$ cat src/sv/mkde_pkg.sv
`default_nettype none
package mkde_pkg;

  localparam int ROWS       = 4;
  localparam int COLS       = 4;
  localparam int ROW_W      = 4;
  localparam int COL_W      = 2;
  localparam int CODE_W     = 4;
  localparam int CNT_W      = 3;
  localparam int VAL_W      = 14;
  localparam int MAX_DIGITS = 4;

  localparam int CFG_ADDR_W = 3;
  localparam int CFG_DATA_W = 32;

  // register indexes, taken from the top bit of the byte address
  localparam logic REG_DIGITS_PER_ENTRY = 1'b0;

  localparam logic [CNT_W-1:0]  DIGITS_RESET   = 3'd2;
  localparam logic [CODE_W-1:0] FIRST_FUNC_KEY = 4'd10;

  // key map, indexed [row][column]
  localparam logic [CODE_W-1:0] KEY_MAP [ROWS][COLS] = '{
    '{4'd1, 4'd2,  4'd3,  4'd10},
    '{4'd4, 4'd5,  4'd6,  4'd11},
    '{4'd7, 4'd8,  4'd9,  4'd12},
    '{4'd0, 4'd15, 4'd14, 4'd13}
  };

  typedef struct packed {
    logic              seen;
    logic [CODE_W-1:0] code;
  } key_t;

  typedef struct packed {
    logic [COL_W-1:0]  column;
    logic              taken;
    logic              done;
    logic [VAL_W-1:0]  value;
    logic [COLS-1:0]   next_drive;
  } entry_t;

endpackage
`default_nettype wire

$ cat src/sv/mkde_if.sv
`default_nettype none
interface mkde_in_if;
  import mkde_pkg::*;

  logic             valid;
  logic             ready;
  logic [ROW_W-1:0] row_levels;

  modport source (output valid, output row_levels, input ready);
  modport sink (input valid, input row_levels, output ready);
endinterface

interface mkde_out_if;
  import mkde_pkg::*;

  logic              valid;
  logic              ready;
  logic [COL_W-1:0]  scanned_column;
  logic              key_seen;
  logic [CODE_W-1:0] key_code;
  logic              digit_taken;
  logic              entry_done;
  logic [VAL_W-1:0]  entry_value;
  logic [COLS-1:0]   next_column_drive;

  modport source (
    output valid, output scanned_column, output key_seen, output key_code,
    output digit_taken, output entry_done, output entry_value,
    output next_column_drive, input ready
  );
  modport sink (
    input valid, input scanned_column, input key_seen, input key_code,
    input digit_taken, input entry_done, input entry_value,
    input next_column_drive, output ready
  );
endinterface
`default_nettype wire

$ cat src/sv/mkde_decode.sv
`default_nettype none
module mkde_decode (
  input  wire logic [mkde_pkg::ROW_W-1:0] row_levels,
  input  wire logic [mkde_pkg::COL_W-1:0] column,
  output mkde_pkg::key_t                  key
);
  import mkde_pkg::*;

  // lowest-numbered low row wins
  always_comb begin
    key = '0;
    for (int r = ROWS - 1; r >= 0; r--) begin
      if (!row_levels[r]) begin
        key.seen = 1'b1;
        key.code = KEY_MAP[r][column];
      end
    end
  end

endmodule
`default_nettype wire

$ cat src/sv/mkde_entry.sv
`default_nettype none
module mkde_entry (
  input  wire logic                       clk,
  input  wire logic                       rst_n,
  input  wire logic                       advance,
  input  wire logic [mkde_pkg::CNT_W-1:0] digits_per_entry,
  input  wire mkde_pkg::key_t             key,
  output logic [mkde_pkg::COL_W-1:0]      column,
  output mkde_pkg::entry_t                res
);
  import mkde_pkg::*;

  logic [COL_W-1:0]  column_r;
  logic [CNT_W-1:0]  count_r;
  logic [VAL_W-1:0]  partial_r;
  logic [COL_W-1:0]  column_nxt;
  logic [CNT_W-1:0]  count_nxt;
  logic [VAL_W-1:0]  partial_nxt;
  logic [CNT_W-1:0]  eff_digits;
  logic [CNT_W:0]    count_inc;
  logic [VAL_W+3:0]  acc_full;
  logic [VAL_W-1:0]  acc;
  logic              taken;
  logic              done;

  // clamp the digit count into 1..MAX_DIGITS
  always_comb begin
    eff_digits = digits_per_entry;
    if (digits_per_entry == '0) begin
      eff_digits = CNT_W'(1);
    end else if (digits_per_entry > CNT_W'(MAX_DIGITS)) begin
      eff_digits = CNT_W'(MAX_DIGITS);
    end
  end

  always_comb begin
    taken     = key.seen && (key.code < FIRST_FUNC_KEY);
    count_inc = {1'b0, count_r} + (CNT_W+1)'(1);
    done      = taken && (count_inc >= {1'b0, eff_digits});
    // times ten as two shifts
    acc_full  = ({4'b0, partial_r} << 3) + ({4'b0, partial_r} << 1)
                + (VAL_W+4)'(key.code);
    acc       = acc_full[VAL_W-1:0];

    column_nxt  = column_r + COL_W'(1);
    count_nxt   = count_r;
    partial_nxt = partial_r;
    if (done) begin
      count_nxt   = '0;
      partial_nxt = '0;
    end else if (taken) begin
      count_nxt   = count_inc[CNT_W-1:0];
      partial_nxt = acc;
    end

    res.column     = column_r;
    res.taken      = taken;
    res.done       = done;
    res.value      = done ? acc : '0;
    res.next_drive = ~(COLS'(1) << column_nxt);
  end

  assign column = column_r;

  always_ff @(posedge clk) begin
    if (!rst_n) begin
      column_r  <= '0;
      count_r   <= '0;
      partial_r <= '0;
    end else if (advance) begin
      column_r  <= column_nxt;
      count_r   <= count_nxt;
      partial_r <= partial_nxt;
    end
  end

endmodule
`default_nettype wire

$ cat src/sv/matrix_keypad_decimal_entry_core.sv
`default_nettype none
// 4x4 keypad scanner with decimal entry. Each accepted input word is one scan
// tick: the row levels sampled while the current column was driven low. The
// lowest low row picks the key; digit keys 0-9 are shifted into a decimal
// value, and once digits_per_entry digits (clamped to 1..4) are in, the word
// carries entry_done with the value and a new entry starts. Function keys are
// reported but leave the entry alone; there is no debounce. next_column_drive
// gives the active-low pattern for the following tick. One word per cycle:
// a tick is decoded and the scan state updated in the cycle it is accepted,
// and the result sits in one output register, so a new word is taken whenever
// that register is empty or being drained. The register
// digits_per_entry sits at byte address 0 (reset value 2).
module matrix_keypad_decimal_entry_core (
  input  wire logic                            clk,
  input  wire logic                            rst_n,
  mkde_in_if.sink                              in_word,
  mkde_out_if.source                           out_word,
  input  wire logic                            psel,
  input  wire logic                            penable,
  input  wire logic                            pwrite,
  input  wire logic [mkde_pkg::CFG_ADDR_W-1:0] paddr,
  input  wire logic [mkde_pkg::CFG_DATA_W-1:0] pwdata,
  output logic      [mkde_pkg::CFG_DATA_W-1:0] prdata,
  output logic                                 pready
);
  import mkde_pkg::*;

  logic [CNT_W-1:0] digits_r;
  logic             reg_sel;
  logic             accept;
  logic             out_valid_r;
  key_t             key;
  key_t             key_r;
  entry_t           res;
  entry_t           res_r;
  logic [COL_W-1:0] column;

  // configuration port
  assign pready  = 1'b1;
  assign reg_sel = (paddr[CFG_ADDR_W-1] == REG_DIGITS_PER_ENTRY);

  always_ff @(posedge clk) begin
    if (!rst_n) begin
      digits_r <= DIGITS_RESET;
    end else if (psel && penable && pwrite && reg_sel) begin
      digits_r <= pwdata[CNT_W-1:0];
    end
  end

  always_comb begin
    prdata = '0;
    if (reg_sel) begin
      prdata = CFG_DATA_W'(digits_r);
    end
  end

  // scan datapath
  assign in_word.ready = !out_valid_r || out_word.ready;
  assign accept        = in_word.valid && in_word.ready;

  mkde_decode u_decode (
    .row_levels (in_word.row_levels),
    .column     (column),
    .key        (key)
  );

  mkde_entry u_entry (
    .clk              (clk),
    .rst_n            (rst_n),
    .advance          (accept),
    .digits_per_entry (digits_r),
    .key              (key),
    .column           (column),
    .res              (res)
  );

  // output register: load on accept, drop valid once drained
  always_ff @(posedge clk) begin
    if (!rst_n) begin
      out_valid_r <= 1'b0;
    end else if (accept) begin
      out_valid_r <= 1'b1;
    end else if (out_word.ready) begin
      out_valid_r <= 1'b0;
    end
  end

  always_ff @(posedge clk) begin
    if (accept) begin
      key_r <= key;
      res_r <= res;
    end
  end

  assign out_word.valid             = out_valid_r;
  assign out_word.scanned_column    = res_r.column;
  assign out_word.key_seen          = key_r.seen;
  assign out_word.key_code          = key_r.code;
  assign out_word.digit_taken       = res_r.taken;
  assign out_word.entry_done        = res_r.done;
  assign out_word.entry_value       = res_r.value;
  assign out_word.next_column_drive = res_r.next_drive;

endmodule
`default_nettype wire

$ cat src/flat_wrapper.sv
// flat-port wrapper written by rule: the top's interface ports become plain ports
module matrix_keypad_decimal_entry_core_flat import mkde_pkg::*;
  (clk, rst_n, psel, penable, pwrite, paddr, pwdata, prdata, pready, in_word_valid, in_word_row_levels, in_word_ready, out_word_valid, out_word_scanned_column, out_word_key_seen, out_word_key_code, out_word_digit_taken, out_word_entry_done, out_word_entry_value, out_word_next_column_drive, out_word_ready);
  mkde_in_if in_word_i ();
  mkde_out_if out_word_i ();
  input  wire logic clk;
  input  wire logic rst_n;
  input  wire logic psel;
  input  wire logic penable;
  input  wire logic pwrite;
  input  wire logic [mkde_pkg::CFG_ADDR_W-1:0] paddr;
  input  wire logic [mkde_pkg::CFG_DATA_W-1:0] pwdata;
  output logic      [mkde_pkg::CFG_DATA_W-1:0] prdata;
  output logic pready;
  input wire logic [$bits(in_word_i.valid)-1:0] in_word_valid;
  input wire logic [$bits(in_word_i.row_levels)-1:0] in_word_row_levels;
  output wire logic [$bits(in_word_i.ready)-1:0] in_word_ready;
  output wire logic [$bits(out_word_i.valid)-1:0] out_word_valid;
  output wire logic [$bits(out_word_i.scanned_column)-1:0] out_word_scanned_column;
  output wire logic [$bits(out_word_i.key_seen)-1:0] out_word_key_seen;
  output wire logic [$bits(out_word_i.key_code)-1:0] out_word_key_code;
  output wire logic [$bits(out_word_i.digit_taken)-1:0] out_word_digit_taken;
  output wire logic [$bits(out_word_i.entry_done)-1:0] out_word_entry_done;
  output wire logic [$bits(out_word_i.entry_value)-1:0] out_word_entry_value;
  output wire logic [$bits(out_word_i.next_column_drive)-1:0] out_word_next_column_drive;
  input wire logic [$bits(out_word_i.ready)-1:0] out_word_ready;
  assign in_word_i.valid = in_word_valid;
  assign in_word_i.row_levels = in_word_row_levels;
  assign in_word_ready = in_word_i.ready;
  assign out_word_valid = out_word_i.valid;
  assign out_word_scanned_column = out_word_i.scanned_column;
  assign out_word_key_seen = out_word_i.key_seen;
  assign out_word_key_code = out_word_i.key_code;
  assign out_word_digit_taken = out_word_i.digit_taken;
  assign out_word_entry_done = out_word_i.entry_done;
  assign out_word_entry_value = out_word_i.entry_value;
  assign out_word_next_column_drive = out_word_i.next_column_drive;
  assign out_word_i.ready = out_word_ready;
  matrix_keypad_decimal_entry_core u_core (.clk(clk), .rst_n(rst_n), .in_word(in_word_i), .out_word(out_word_i), .psel(psel), .penable(penable), .pwrite(pwrite), .paddr(paddr), .pwdata(pwdata), .prdata(prdata), .pready(pready));
endmodule
$ cat config.mk
export PLATFORM = sky130hd
export DESIGN_NAME = matrix_keypad_decimal_entry_core_flat
export DESIGN_NICKNAME = d
export VERILOG_FILES = /design/src/sv/mkde_pkg.sv /design/src/sv/mkde_if.sv /design/src/sv/mkde_decode.sv /design/src/sv/mkde_entry.sv /design/src/sv/matrix_keypad_decimal_entry_core.sv /design/src/flat_wrapper.sv
export SDC_FILE = /design/constraint.sdc
export NUM_CORES = 1
export LEC_CHECK = 0
export ABC_AREA = 1
export BUFFER_PORTS_ARGS = -buffer_cell sky130_fd_sc_hd__buf_2
export CAP_MARGIN = 10
export CORE_AREA = 3 3 99 92
export DETAILED_ROUTE_END_ITERATION = 8
export DIE_AREA = 0 0 102 95
export PLACE_DENSITY = 0.64
export SYNTH_ARGS = -nofsm -noshare
export SYNTH_HDL_FRONTEND = slang
export SYNTH_SLANG_ARGS = --single-unit
$ cat constraint.sdc
create_clock -name clk -period 3.4 [get_ports clk]
set_input_delay 0 -clock clk [delete_from_list [all_inputs] [get_ports clk]]
set_output_delay 0 -clock clk [all_outputs]
set_load 0.03 [all_outputs]
==> flow_metrics.env, run 1 <==
export IMPL_multi_input_area_mm2=0.00155
export IMPL_synth_cell_types=36
export IMPL_gr_total_overflow=0
export IMPL_chipHeight_um=95
export IMPL_cp_max_fo=6
export IMPL_dieWidth_um=102
export IMPL_cellLeakagePower_nw=1.85
export IMPL_drt_wirelength_per_cell_um=10.5
export IMPL_required_ns=3.58
export IMPL_crit_path_max_incr_delay_ns=0.49
export IMPL_cts_root_buf="clkbuf_8"
export IMPL_place_congestion=0.881
export IMPL_path_cells="inv_1 > ha_1 > o31ai_4 > inv_1 > fa_1 > fa_1 > inv_1 > nand3_1 > nand3_1 > nand2_1 > nand2_1 > xnor2_1 > nor2_1 > nor2_1 > nor2_1"
export IMPL_area_growth_pct=11.5
export IMPL_synth_area_per_cell_um2=8.28
export IMPL_first_pass_iters=4
export IMPL_start_kind="flop"
export IMPL_drv_cap=0
export IMPL_path_delay_family="adder cells"
export IMPL_numPortBuffers=46
export IMPL_layout_setup_ws_ns=0.287
export IMPL_drc=0
export IMPL_yosys_warnings=0
export IMPL_status="complete, no violations"
export IMPL_clk_latency_ns=0.30
export IMPL_cts_made_buffers=5
export IMPL_drtAntennaViolNets=0
export IMPL_grt_pass1_wl_um=9830
export IMPL_critical_path_class="reg -> reg"
export IMPL_cts_setup_buffers=0
export IMPL_antenna_cells=0
export IMPL_num_vias=2376
export IMPL_tns_ns=0
export IMPL_ys_ff_latch=49
export IMPL_drt_iter0_markers=118
export IMPL_max_slew_worst_pin_slew_ns=0.513
export IMPL_synth_edf_count=27
export IMPL_core_area_mm2=0.00807
export IMPL_viasPerCell=4.36
export IMPL_hold_class="in -> reg"
export IMPL_clk_path_buf_depth=2
export IMPL_ios=108
export IMPL_wirelength_um=5700
export IMPL_cp_arrival_ns=3.29
export IMPL_row_count=31
export IMPL_ys_seq_area_share_pct=38.8
export IMPL_end_kind="flop"
export IMPL_dpl_hpwl_um=4480
export IMPL_fin_crit_sh_pct=91.6
export IMPL_synth_ff_type="edfxtp_1"
export IMPL_die_area_mm2=0.00969
export IMPL_finalCriticalPeriod_ns=3.11
export IMPL_crit_buf_inv=3
export IMPL_rsz0062_at_grt="no"
export IMPL_cts_tree="yes"
export IMPL_dp_slack_ns=0.233
export IMPL_timing_max_transition_violations_final=0
export IMPL_layout_commonest_cell="nor2_1"
export IMPL_clock_sinks=49
export IMPL_setup_viol_count_final=0
export IMPL_initial_core_util_pct=39.9
export IMPL_cp_slowest_cell="fa_1"
export IMPL_clkTransAtPathRegs_ns=0.09
export IMPL_fin_skew_ns=0.00617
export IMPL_hold_viol=0
export IMPL_fmax_ghz=0.321
export IMPL_syn_cell_area_mm2=0.00322
export IMPL_max_vdd_ir_drop_uv=158
export IMPL_drive_gt1_share_pct=20.0
export IMPL_antenna_found_initial=0
export IMPL_register_area_mm2=0.00125
export IMPL_async_reset_ff_share_pct=0
export IMPL_groute_usage_overall_pct=12.6
export IMPL_slew_headroom_pct=65.7
export IMPL_nFillCells=796
export IMPL_cts_max_level=2
export IMPL_grt_max_degree=30
export IMPL_layout_common_cells="nor2_1, inv_1, nand2_1, buf_2, ha_1"
export IMPL_synthCells=389
export IMPL_grt_pass1_vias=2162
export IMPL_nets=525
export IMPL_p_per_area_mw_per_mm2=406
final timing paths:
path                                                             from  slack, ns  cells past startpoint                                           to
worst max-delay path            u_core.u_entry.column[0]$_SDFFE_PN0P_       0.29                     15    u_core.u_entry.partial_r[10]$_SDFFE_PN0P_
worst min-delay path                                    in_word_valid       0.05                      3        u_core.u_entry.column[1]$_SDFFE_PN0P_
worst min register to register  u_core.u_entry.column[1]$_SDFFE_PN0P_       0.48                      0  u_core.out_word.scanned_column[1]$_DFFE_PP_
worst max register to register  u_core.u_entry.column[0]$_SDFFE_PN0P_       0.29                     15    u_core.u_entry.partial_r[10]$_SDFFE_PN0P_
through the flow:
step                area, µm²  instances  power (mW)  hold slack, ns  utilization [%]
floorplan                3330        417        1.06          0.0986                -
global placement         3420        530        1.11           0.222             42.4
detailed placement       3420        530        1.11           0.230             42.4
CTS                      3590        545        1.48          0.0501             44.5
global route             3590        545        1.56          0.0594             44.5
finish                   3590        545        1.46          0.0485             44.5
worst reg2reg max path, stage by stage (launching register included):
cell,delay (ns)
dfxtp_2,0.38
inv_1,0.11
ha_1,0.30
o31ai_4,0.29
inv_1,0.09
fa_1,0.49
fa_1,0.47
inv_1,0.12
nand3_1,0.08
nand3_1,0.12
nand2_1,0.06
nand2_1,0.08
xnor2_1,0.19
nor2_1,0.09
nor2_1,0.09
nor2_1,0.04
state kept, by name, indices dropped and copies added, names as in the netlist:
| signal | count |
|---|---|
| u_core.out_word.valid | 1 |
| u_core.u_entry.count_r | 3 |
| u_core.out_word.next_column_drive | 4 |
| u_core.out_word.digit_taken | 1 |
| u_core.out_word.entry_value | 14 |
| u_core.out_word.entry_done | 1 |
| u_core.u_entry.column | 2 |
| u_core.out_word.key_seen | 1 |
| u_core.u_entry.partial_r | 13 |
| u_core.digits_r | 3 |
| u_core.out_word.key_code | 4 |
| u_core.out_word.scanned_column | 2 |
repair_timing:
| item | in CTS | in global routing |
|---|---|---|
| endpoints found under the hold margin | 7 | 0 |
| hold buffers | 7 | 0 |
| setup endpoints to repair | 0 | 3 |
| gates resized for setup | 0 | 2 |
cell type report:
type | count | area share [%]
Timing Repair Buffer | 55 | 8.77
Clock inverter | 2 | 0.383
Multi-Input combinational cell | 267 | 43.2
Clock buffer | 6 | 2.30
Inverter | 67 | 7.00
Sequential cell | 49 | 34.9
Tap cell | 99 | 3.45
power breakdown:
group          internal [mW]  switching [mW]
Sequential             0.676          0.0204
Combinational          0.116           0.290
Clock                  0.164           0.191
routing by layer:
metal	wire, µm	global-route usage (%)	vias up
met5	0	0	-
met4	76	4.37	0
met3	333	2.58	6
met2	2510	19.9	66
met1	2780	17.2	1027
li1	-	-	1277
synth_stat cells, types with 3 or more instances:
library cell / n / area, µm²
o21ai_0: 10 / 50.1
inv_2: 11 / 41.3
edfxtp_1: 27 / 811
dfxtp_1: 22 / 440
inv_1: 55 / 206
buf_4: 30 / 225
xnor2_1: 5 / 43.8
nand3_1: 11 / 55.1
nand2_2: 12 / 75.1
nor2_1: 75 / 282
a21oi_1: 16 / 80.1
xor2_1: 5 / 43.8
ha_1: 32 / 400
o21bai_1: 3 / 22.5
nand2_1: 50 / 188
cell families (layout without fill, tap and decap cells):
group,Yosys count,in the layout,synth area share [%]
xor+xnor,10,10,2.72
flops,49,49,38.8
simple gates,157,157,21.6
fa+ha+maj,34,34,13.7
compound gates,36,36,6.76
other cells,2,30,0.233
buf+inv,101,130,16.2
No activity file was read; power rests on OpenSTA's default activity.
==> run 2, diff against run 1 <==
CELL_PAD_IN_SITES_DETAIL_PLACEMENT = 2   (was unset)
CELL_PAD_IN_SITES_GLOBAL_PLACEMENT = 2   (was unset)
CORE_AREA = 3 3 116 106   (was 3 3 99 92)
DIE_AREA = 0 0 119 109   (was 0 0 102 95)
PLACE_DENSITY = 0.8   (was 0.64)
==> run 2 against run 1 <==
Sequential share of layout area down 1.2 points. Combinational power up 8.4%. Wire length rose by 53%. Largest power group unchanged.
==> flow_metrics.env, run 2 (synthesized netlist as in run 1, its figures left out) <==
export IMPL_status="complete, no violations"
export IMPL_drt_wirelength_per_cell_um=14.6
export IMPL_numPortBuffers=46
export IMPL_timing_max_transition_violations_final=0
export IMPL_drtAntennaViolNets=0
export IMPL_cp_slowest_cell="dfxtp_2"
export IMPL_wirelength_um=8710
export IMPL_cellLeakagePower_nw=1.88
export IMPL_ios=108
export IMPL_cts_tree="yes"
export IMPL_dieWidth_um=119
export IMPL_start_kind="flop"
export IMPL_critical_path_class="reg -> reg"
export IMPL_largest_register_ffs=14
export IMPL_groute_usage_overall_pct=13.6
export IMPL_drc=0
export IMPL_drt_iter0_markers=123
export IMPL_cp_max_fo=6
export IMPL_crit_path_max_incr_delay_ns=0.39
export IMPL_clkTransAtPathRegs_ns=0.07
export IMPL_max_slew_worst_pin_slew_ns=0.604
export IMPL_fin_skew_ns=0.0126
export IMPL_end_kind="flop"
export IMPL_antenna_found_initial=0
export IMPL_tns_ns=0
export IMPL_nets=523
export IMPL_r2r_slack_ns=0.31
export IMPL_initial_core_util_pct=29.2
export IMPL_endpoint="u_core.u_entry.partial_r[6]$_SDFFE_PN0P_"
export IMPL_worstRegToRegCells=19
export IMPL_nFillCells=1302
export IMPL_die_area_mm2=0.0130
export IMPL_fin_crit_sh_pct=90.8
export IMPL_antenna_cells=0
export IMPL_switching_share_pct=33.8
export IMPL_rr_endpoint="u_core.u_entry.partial_r[6]$_SDFFE_PN0P_"
export IMPL_place_congestion=0.823
export IMPL_row_count=36
export IMPL_viasPerCell=4.36
export IMPL_cts_max_level=2
export IMPL_p_comb_share_pct=26.2
export IMPL_first_pass_iters=4
export IMPL_p_per_area_mw_per_mm2=453
export IMPL_multi_input_area_mm2=0.00157
export IMPL_layout_commonest_cell="nor2_1"
export IMPL_power_frac_clock_pct=32.3
export IMPL_worstHoldStart="pwdata[0]"
export IMPL_cts_root_buf="clkbuf_16"
export IMPL_required_ns=3.56
export IMPL_drive_gt1_share_pct=21.2
export IMPL_setup_viol_count_final=0
export IMPL_chipHeight_um=109
export IMPL_layout_common_cells="nor2_1, inv_1, nand2_1, buf_2, ha_1"
export IMPL_pwr_share_seq_pct=41.6
export IMPL_path_cells="inv_1 > buf_4 > ha_1 > inv_1 > nand3_1 > nand2_1 > nand2_2 > inv_1 > ha_1 > ha_1 > inv_1 > fa_2 > inv_2 > nand3_1 > nand3_1 > xnor2_1 > nor2_1 > nor2_1 > nor2_1"
export IMPL_num_vias=2598
export IMPL_startpoint="u_core.u_entry.column[0]$_SDFFE_PN0P_"
export IMPL_area_growth_pct=15.3
export IMPL_switchingPower_uw=569
export IMPL_drv_cap=0
export IMPL_clock_sinks=49
export IMPL_max_vdd_ir_drop_uv=185
export IMPL_finalCriticalPeriod_ns=3.09
export IMPL_intPower_mw=1.11
export IMPL_grt_max_degree=22
export IMPL_hold_viol=0
export IMPL_grt_pass1_vias=2857
export IMPL_r2r_start="u_core.u_entry.column[0]$_SDFFE_PN0P_"
export IMPL_clk_path_buf_depth=2
export IMPL_register_area_mm2=0.00125
export IMPL_grt_pass1_wl_um=14200
export IMPL_clk_latency_ns=0.29
export IMPL_cts_made_buffers=5
export IMPL_crit_top_cell="inv_1"
export IMPL_core_area_mm2=0.0110
export IMPL_fmax_ghz=0.324
export IMPL_dpl_hpwl_um=6750
export IMPL_gr_total_overflow=0
export IMPL_cp_arrival_ns=3.24
export IMPL_power_mw=1.68
export IMPL_hold_class="in -> reg"
export IMPL_slew_headroom_pct=59.7
-- run 2: cell types whose count changed in the layout (fill, tap and decap cells not counted), sizes merged --
cell	previous run	this run
clkinvlp	1	0
buf	48	50
dlygate4sd3	7	3
clkbuf	6	7
-- run 2: per-stage QoR --
| step | std cells | util (%) | setup WS [ns] | hold slack (ns) | area [µm²] |
|---|---|---|---|---|---|
| after detailed placement | 585 | 31.8 | 0.0385 | 0.270 | 3510 |
| final | 596 | 33.7 | 0.314 | 0.00668 | 3720 |
| after global routing | 596 | 33.7 | -0.00835 | 0.0268 | 3720 |
| after floorplan | 417 | - | 0.476 | 0.0986 | 3330 |
| after global placement | 585 | 31.8 | 0.222 | 0.226 | 3510 |
| after CTS | 596 | 33.5 | 0.0519 | 0.0100 | 3700 |
-- run 2: how the worst min path moves through the flow --
stage | end | slack [ns] | cells after the start
global placement | u_core.digits_r[1]$_SDFFE_PN1P_ | 0.23 | 3
detailed placement | u_core.digits_r[1]$_SDFFE_PN1P_ | 0.27 | 3
global route | u_core.digits_r[0]$_SDFFE_PN0P_ | 0.03 | 3
CTS | u_core.out_word.valid$_SDFFE_PN0P_ | 0.01 | 4
finish | u_core.digits_r[0]$_SDFFE_PN0P_ | 0.007 | 3
floorplan | u_core.digits_r[1]$_SDFFE_PN1P_ | 0.1 | 1
-- run 2: layout make-up --
class / instances / share of cell area (%)
well taps: 152 / 5.12
clock inverters: 1 / 0.135
flip-flops and latches: 49 / 33.7
clock buffers: 7 / 4.14
multi-input cells: 267 / 42.3
inverters: 67 / 6.77
repair buffers: 53 / 7.81
-- run 2: worst max-delay path, delay by kind of cell, from the launching register on --
family,cells,cell delay (ns)
adder cells (fa/ha/maj),4,0.91
AND/OR/NAND/NOR,8,0.67
buffers and inverters,6,0.63
flip-flops,1,0.39
XOR/XNOR,1,0.34
-- run 2: power by group through the flow --
stage                     sequential (mW)  combinational, mW  clock (mW)
after floorplan                     0.765              0.295           0
after global placement              0.711              0.413           0
after CTS                           0.700              0.441       0.552
final                               0.700              0.440       0.543
after detailed placement            0.713              0.430           0
after global routing                0.706              0.488       0.582
-- run 2: what timing repair did --
| item | CTS | global route |
|---|---|---|
| endpoints found under the setup margin | 2 | 11 |
| gates cloned | 0 | 0 |
| buffers inserted | 0 | 0 |
| hold buffers | 3 | 0 |
| resized for setup | 2 | 5 |
| endpoints found under the hold margin | 2 | 0 |
-- run 2: per-layer routing --
metal,global-route usage [%],wire (µm)
met5,0,0
met4,3.56,107
met3,1.40,218
met2,27.2,4760
met1,15.5,3620
